==> config.mk <==
export PLATFORM = sky130hd
export DESIGN_NAME = escu_front
export DESIGN_NICKNAME = d
export VERILOG_FILES = /design/src/environment_sensor_compensation_unit_defines.svh /design/src/escu_pkg.sv /design/src/escu_front.sv
export SDC_FILE = /design/constraint.sdc
export NUM_CORES = 1
export LEC_CHECK = 0
export ABC_AREA = 1
export BUFFER_PORTS_ARGS = -buffer_cell sky130_fd_sc_hd__buf_2
export CELL_PAD_IN_SITES_DETAIL_PLACEMENT = 1
export CELL_PAD_IN_SITES_GLOBAL_PLACEMENT = 1
export CORE_AREA = 2 2 104 106
export CTS_CLUSTER_SIZE = 12
export DETAILED_ROUTE_END_ITERATION = 10
export DIE_AREA = 0 0 106 108
export PLACE_DENSITY_LB_ADDON = 0.1
export SETUP_SLACK_MARGIN = 0.05
export SLEW_MARGIN = 20
export SYNTH_ARGS = -nofsm -noshare
export SYNTH_HDL_FRONTEND = slang
export SYNTH_SLANG_ARGS = --single-unit
==> constraint.sdc <==
create_clock -name clk -period 3.8 [get_ports clk]
set_input_delay 0.19 -clock clk [delete_from_list [all_inputs] [get_ports clk]]
set_output_delay 0.19 -clock clk [all_outputs]
set_load 0.02 [all_outputs]
==> src/environment_sensor_compensation_unit_defines.svh <==
// Assertion macros shared by the compensation unit's RTL files.
// Each macro expects signals named clk and rst_n in the module that uses it.
`ifndef ENVIRONMENT_SENSOR_COMPENSATION_UNIT_DEFINES_SVH
`define ENVIRONMENT_SENSOR_COMPENSATION_UNIT_DEFINES_SVH

// Consequent must hold in the same cycle as the antecedent.
`define ESCU_ASSERT_NOW(lbl, ante, cons, msg) \
  lbl: assert property (@(posedge clk) disable iff (!rst_n) (ante) |-> (cons)) \
    else $error(msg);

// Consequent must hold in the cycle after the antecedent.
`define ESCU_ASSERT_NEXT(lbl, ante, cons, msg) \
  lbl: assert property (@(posedge clk) disable iff (!rst_n) (ante) |=> (cons)) \
    else $error(msg);

`endif

==> src/escu_pkg.sv <==
// Package of the environment sensor compensation unit.
// Holds the item, result and calibration types, register indexes and states.
// No dependencies.
package escu_pkg;

  // One raw sample triple.
  typedef struct packed {
    logic [19:0] raw_pressure;
    logic [19:0] raw_temperature;
    logic [15:0] raw_humidity;
  } escu_in_t;

  // One compensated result.
  typedef struct packed {
    logic signed [31:0] temperature_centi;
    logic        [31:0] pressure_q8;
    logic        [16:0] humidity_q10;
  } escu_out_t;

  // Calibration registers as seen by the datapath.
  typedef struct packed {
    logic        [47:0] temp_calib;
    logic        [63:0] press_calib_low;
    logic        [63:0] press_calib_high;
    logic signed [15:0] press_calib_last;
    logic        [63:0] hum_calib;
    logic               humidity_enable;
  } escu_cfg_t;

  // Configuration register indexes.
  localparam int unsigned CFG_IDX_W = 3;
  localparam int unsigned CFG_DATA_W = 64;
  localparam logic [CFG_IDX_W-1:0] CFG_TEMP_CALIB       = 3'd0;
  localparam logic [CFG_IDX_W-1:0] CFG_PRESS_CALIB_LOW  = 3'd1;
  localparam logic [CFG_IDX_W-1:0] CFG_PRESS_CALIB_HIGH = 3'd2;
  localparam logic [CFG_IDX_W-1:0] CFG_PRESS_CALIB_LAST = 3'd3;
  localparam logic [CFG_IDX_W-1:0] CFG_HUM_CALIB        = 3'd4;
  localparam logic [CFG_IDX_W-1:0] CFG_HUMIDITY_ENABLE  = 3'd5;

  // Sequencer states of the compute engine.
  typedef enum logic [4:0] {
    S_IDLE,
    S_T1, S_T2, S_T3, S_T4,
    S_P1, S_P2, S_P3, S_P4, S_P5, S_P6, S_P7,
    S_DIV,
    S_P8, S_P9, S_P10,
    S_H1, S_H2, S_H3, S_H4, S_H5, S_H6, S_H7, S_H8,
    S_OUT
  } escu_state_t;

endpackage

==> src/escu_front.sv <==
// Front end of the compensation unit: accepts items and queues them.
// Depends on escu_pkg.
module escu_front #(
  parameter int unsigned DEPTH = 2
) (
  input  logic             clk,
  input  logic             rst_n,
  input  logic             start,
  output logic             busy,
  input  escu_pkg::escu_in_t in_data,
  output logic             q_valid,
  output escu_pkg::escu_in_t q_item,
  input  logic             q_pop
);

  localparam int unsigned PW = (DEPTH > 1) ? $clog2(DEPTH) : 1;
  localparam int unsigned CW = $clog2(DEPTH + 1);

  escu_pkg::escu_in_t mem_r [DEPTH];
  logic [PW-1:0] wr_ptr_r, rd_ptr_r;
  logic [CW-1:0] count_r;
  logic          push, pop;

  // The queue is full when every entry holds an item.
  assign busy    = (count_r == CW'(DEPTH));
  assign push    = start && !busy;
  assign pop     = q_pop && q_valid;
  assign q_valid = (count_r != '0);
  assign q_item  = mem_r[rd_ptr_r];

  // Pointer and fill count.
  always_ff @(posedge clk) begin
    if (!rst_n) begin
      wr_ptr_r <= '0;
      rd_ptr_r <= '0;
      count_r  <= '0;
    end else begin
      if (push) begin
        wr_ptr_r <= (wr_ptr_r == PW'(DEPTH - 1)) ? '0 : wr_ptr_r + 1'b1;
      end
      if (pop) begin
        rd_ptr_r <= (rd_ptr_r == PW'(DEPTH - 1)) ? '0 : rd_ptr_r + 1'b1;
      end
      if (push && !pop) begin
        count_r <= count_r + 1'b1;
      end else if (pop && !push) begin
        count_r <= count_r - 1'b1;
      end
    end
  end

  // Item storage.
  always_ff @(posedge clk) begin
    if (push) begin
      mem_r[wr_ptr_r] <= in_data;
    end
  end

endmodule

==> out/qor.csv, run 1 <==
stage;metric;value;unit
die;die_w;106;um
detailed_routing;drt-initial-drc-count;105;
worst_setup_path;critPathKind;flip-flop to output pin;
worst_setup_path;crit_chain;mux2_2 -> buf_2;
die;ios;118;
sta;finClkSkew;0.01054;ns
run;maxCapViolCount;0;
place;gp_congestion;0.7007;
pwr;powerDensity;666.8;nW/um^2
die;core;10230;um^2
synthesis;synth.avg_cell_area;21.09;um^2
sta;max_freq;0.4369;GHz
global_routing;grt_pass1_wl;14700;um
detailed_routing;remaining_drc_errors;0;
synthesis;synth_seq_cells;117;
sta;slew_viol_final;0;
synthesis;yosys_warnings;0;
global_routing;antenna_found_initial;0;
pwr;power.total;4.202;mW
clock_network;clock_sinks;117;
worst_setup_path;worst_setup_path_start_kind;flip-flop;
die;die_h;108;um
sta;finalHoldViolCount;0;
sta;period_share;60.23;%
worst_setup_path;crit_path_end_kind;output pin;
sta;worst_slew_pin_slew;0.9955;ns
sta;setup_slack;1.511;ns
clock_network;cts.clk_slew.worst_paths;0.05;ns
pwr;net-switching-power;1.204;mW
detailed_routing;route.detailed.vias_per_inst;4.575;
run_status;status;finished clean;
sta;timing.hold.ws;0.1253;ns
place;dp_slack;1.989;ns
pwr;pwr-share-clk;33.7;%
global_routing;grt_max_degree;57;
synthesis;ys_types;16;
pwr;seqPwrFrac;42.2;%
finish;fin_util;61.60;%
sta;max_slew_margin;33.63;%
place;portBuffers;117;
pwr;netSwitchingFraction;28.66;%
global_routing;grt_pass1_vias;2769;
finish;final_cell_mix;buf_2, edfxtp_1, dlygate4sd3_1;
die;rows;37;
finish;multi_input_area;910.9;um^2
detailed_routing;wl;9472;um
synthesis;synth_cells;211;
pwr;peakVddDrop;0.3150;mV
pwr;combPwrFrac;24.1;%
die;die-area;11450;um^2
finish;fillers;938;
sta;setup_viol;0;
synthesis;syn-num-nets;272;
place;hpwl;5617;um
sta;rsz0062_at_grt;no;
worst_setup_path;max_stage_delay;0.97;ns
worst_setup_path;crit_arrival;2.10;ns
detailed_routing;wl_per_cell;17.19;um
global_routing;grt_overflow;0;
synthesis;synth_seq_area_share;77.82;%
detailed_routing;antenna_left;0;
clock_network;numCtsBuffers;17;
finish;seq_area;3467;um^2
finish;area_growth;41.61;%
detailed_routing;drt_first_pass_iters;4;
pwr;internal_power;2.998;mW
detailed_routing;via_count;2521;
worst_setup_path;path_max_fanout;56;
sta;final.setup.tns;0;ns
finish;drive_gt1_share;50.60;%
clock_network;htreeDepth;4;
finish;final_common_cell;buf_2;
worst_hold_path;hold_path.class;input port to flip-flop;
clock_network;cts_root_buffer;clkbuf_8;
clock_network;cts_tree;yes;
clock_network;cts_buffer_depth;2;
synthesis;syn-cell-area;4451;um^2
die;start_util;43.50;%
finish;diodes;0;
clock_network;clock_latency;0.51;ns
finish;nets;463;
worst_setup_path;required;3.61;ns
sta;timing.final.crit_period;2.289;ns
worst_setup_path;slowest_stage;dfxtp_4;
global_routing;grt.total_usage;17.65;%
pwr;leakage;2.501;nW
[worst paths after layout]
check                           slack (ns)               startpoint                endpoint  depth (start not counted)
worst max-delay path                  1.51                flip-flop              q_item[54]                          2
worst min-delay path                  0.13                    start   wr_ptr_r$_SDFFE_PN0N_                          4
worst max register to register        2.07  count_r[0]$_SDFFE_PN0P_  mem_r[1][10]$_DFFE_PP_                          3
worst min register to register        0.56    rd_ptr_r$_SDFFE_PN0P_   rd_ptr_r$_SDFFE_PN0P_                          2
[power groups by stage]
stage	Clock, mW	Sequential, mW	Combinational (mW)
after global routing	1.51	1.80	1.08
after floorplan	0	1.71	0.761
after CTS	1.45	1.78	1.02
after global placement	0	1.79	0.956
after detailed placement	0	1.80	0.967
final	1.42	1.77	1.01
[repair_timing]
| action | CTS | global route |
|---|---|---|
| buffers inserted | 0 | 0 |
| hold endpoints to repair | 117 | 0 |
| hold buffers | 57 | 0 |
| gates resized for setup | 0 | 0 |
[metal layers]
layer	vias up	part of all wire [%]	global-route usage, %
met2	92	52	30.88
met4	0	1.2	7.989
met3	10	5.4	5.787
met1	1223	41	19.75
met5	-	0	0
li1	1196	-	-
[final cells by class]
type | instances | area share (%)
well taps | 136 | 2.700
clock buffers | 22 | 7.187
repair buffers | 178 | 18.82
inverters | 8 | 0.4765
multi-input cells | 80 | 14.45
flip-flops and latches | 117 | 55.01
clock inverters | 10 | 1.350
[worst max-delay path, delay by kind of cell (launching register included)]
kind | cells | cell delay, ns
muxes | 1 | 0.42
DFF | 1 | 0.97
buffers and inverters | 1 | 0.16
[logic make-up after synthesis]
| family | after synthesis | share of synthesized area [%] |
|---|---|---|
| simple gates | 18 | 1.603 |
| fa+ha+maj | 1 | 0.2811 |
| buf+inv | 14 | 2.052 |
| flops | 117 | 77.82 |
| compound gates | 5 | 0.7028 |
| mux | 56 | 17.54 |
[cell usage after synthesis, drive strengths merged]
master | n | area (um^2)
a21oi | 1 | 5.000
buf | 6 | 61.30
dfxtp | 5 | 100.1
edfxtp | 112 | 3363
ha | 1 | 12.51
inv | 8 | 30.03
mux2 | 56 | 780.8
nand2 | 7 | 26.28
nand3 | 1 | 5.000
nand4 | 1 | 6.260
nor2 | 9 | 33.78
o21a | 1 | 7.510
o21ai | 3 | 18.77
[state kept, by name, indices dropped and copies added (netlist names), named ones only]
name	count
count_r	2
mem_r	112
wr_ptr_r	1
rd_ptr_r	1
[per-stage QoR]
step	area, um^2	instances
final	6302	551
after global routing	6302	551
after CTS	6302	551
after detailed placement	5194	462
after global placement	5194	462
after floorplan	4451	211
No activity file was read; power rests on OpenSTA's default activity.
==> run 2: changes to the inputs <==
==> constraint.sdc (replaced) <==
create_clock -name clk -period 2.4 [get_ports clk]
set_input_delay 0.12 -clock clk [delete_from_list [all_inputs] [get_ports clk]]
set_output_delay 0.12 -clock clk [all_outputs]
set_load 0.02 [all_outputs]
==> run 2 against run 1 <==
Effect of this change: clock power is 74% higher; sequential share of layout area is 0.63 points lower; first-iteration DRC count is 20% lower; non-clock buffer count is 2 higher; register-to-register slack worse by 1.2 ns; hold slack worse by 0.089 ns; sequential power is 53% higher; cell area is 1.2% higher; core utilization is 0.71 points higher; final cell count is 0.36% higher; total power is 64% higher; wire length is 4.7% lower; critical path type unchanged; largest cell class unchanged.
==> out/qor.csv, run 2 (synthesis gave the netlist of run 1 again) <==
stage;metric;value;unit
run_status;status;finished clean;
die;die_w;106;um
sta;slew_viol_final;0;
finish;final_cell_mix;buf_2, edfxtp_1, dlygate4sd3_1;
finish;nets;465;
worst_setup_path;worst_setup_path_start_kind;flip-flop;
pwr;peakVddDrop;0.4552;mV
finish;largest_reg_flops;112;
worst_hold_path;hold_path.class;input port to flip-flop;
detailed_routing;drt-initial-drc-count;84;
clock_network;htreeDepth;4;
worst_setup_path;cp-endpoint;q_item[43];
place;portBuffers;117;
place;hpwl;5306;um
sta;timing.hold.ws;0.03595;ns
global_routing;antenna_found_initial;0;
global_routing;grt_pass1_wl;14160;um
worst_setup_path;crit_path_end_kind;output pin;
die;start_util;43.50;%
sta;finClkSkew;0.007457;ns
sta;rsz0062_at_grt;no;
clock_network;cts_buffer_depth;2;
die;die-area;11450;um^2
die;die_h;108;um
worst_setup_path;r2r_cells;8;
finish;fin_util;62.31;%
clock_network;cts_tree;yes;
pwr;leakage;2.541;nW
die;ios;118;
detailed_routing;route.detailed.vias_per_inst;4.582;
finish;diodes;0;
sta;finalHoldViolCount;0;
clock_network;cts_resized;0;
detailed_routing;wl_per_cell;16.33;um
clock_network;cts_root_buffer;clkbuf_8;
pwr;powerDensity;1080;nW/um^2
finish;area_growth;43.24;%
sta;max_slew_margin;67.54;%
sta;final.setup.tns;0;ns
run;maxCapViolCount;0;
finish;regMostFlops;mem_r;
detailed_routing;via_count;2534;
detailed_routing;wl;9031;um
worst_setup_path;reg2reg_from;count_r[1]$_SDFFE_PN0P_;
sta;setup_viol;0;
clock_network;clock_latency;0.51;ns
global_routing;grt_max_degree;36;
clock_network;cts.clk_slew.worst_paths;0.05;ns
worst_setup_path;required;2.28;ns
global_routing;grt.total_usage;16.93;%
worst_setup_path;rr_endpoint;count_r[1]$_SDFFE_PN0P_;
detailed_routing;antenna_left;0;
global_routing;grt_overflow;0;
die;core;10230;um^2
clock_network;numCtsBuffers;17;
sta;period_share;82.54;%
finish;final_common_cell;buf_2;
worst_setup_path;rrSetupSlack;0.85;ns
detailed_routing;drt_first_pass_iters;4;
clock_network;post_cts_buffers;0;
worst_setup_path;crit_arrival;1.86;ns
sta;max_freq;0.5048;GHz
global_routing;grt_pass1_vias;2824;
worst_setup_path;path_max_fanout;15;
worst_setup_path;critPathKind;flip-flop to output pin;
finish;drive_gt1_share;49.88;%
finish;top_regs;mem_r: 112 flops, count_r: 2 flops;
detailed_routing;remaining_drc_errors;0;
clock_network;clock_sinks;117;
finish;fillers;943;
sta;timing.final.crit_period;1.981;ns
place;gp_congestion;0.7250;
sta;worst_slew_pin_slew;0.4869;ns
die;rows;37;
run 2: changes by cell type in the layout (fill, tap and decap cells not counted):
cell and change:
buf_12 +1, buf_4 +1, bufinv_16 +3, clkbuf_1 -2, clkbuf_8 -2, clkinv_1 +6
clkinv_2 -2, clkinvlp_4 -3
run 2: what timing repair did:
item / in CTS / in global routing
hold endpoints to repair: 117 / 0
hold buffers: 57 / 0
setup endpoints to repair: 0 / 0
run 2: critical path, cell delays in order, from the launching register on:
cell	delay, ns
dfxtp_4	0.52
buf_4	0.33
mux2_4	0.33
buf_2	0.16
run 2: stage by stage:
stage	worst slack, ns	total power, mW	std cells	area [um^2]
floorplan	0.02760	3.904	211	4456
global placement	0.9097	4.379	464	5221
detailed placement	0.8400	4.398	464	5221
CTS	0.3640	6.967	553	6375
global route	0.3387	7.181	553	6375
finish	0.4189	6.886	553	6375
run 2: cell type report:
cell class / instances / area (um^2) / share of cell area (%)
multi-input cells: 80 / 910.9 / 14.29
well taps: 136 / 170.2 / 2.669
repair buffers: 180 / 1214 / 19.04
clock buffers: 18 / 417.9 / 6.555
inverters: 8 / 30.03 / 0.4711
clock inverters: 14 / 165.2 / 2.591
flip-flops and latches: 117 / 3467 / 54.39
run 2: worst min-delay path by stage:
stage | from | end | cells after the start
after floorplan | in_data[0] | mem_r[0][0]$_DFFE_PP_ | 0
after global placement | in_data[49] | mem_r[0][49]$_DFFE_PP_ | 1
after detailed placement | in_data[6] | mem_r[1][6]$_DFFE_PP_ | 1
after CTS | q_pop | rd_ptr_r$_SDFFE_PN0P_ | 4
after global routing | q_pop | rd_ptr_r$_SDFFE_PN0P_ | 4
final | q_pop | rd_ptr_r$_SDFFE_PN0P_ | 4
run 2: metal layers:
metal  up-vias  wire length (um)  track usage [%]  share of wire (%)
met3         7               413            5.365                4.6
met5         -                 0                0                  0
met2        78              4826            29.77                 53
li1       1200                 -                -                  -
met4         0               117            7.707                1.3
met1      1249              3673            18.92                 41
run 2: where the power goes:
| group | internal, mW | switching [mW] |
|---|---|---|
| Sequential | 2.59 | 0.117 |
| Clock | 1.65 | 0.817 |
| Combinational | 0.757 | 0.953 |
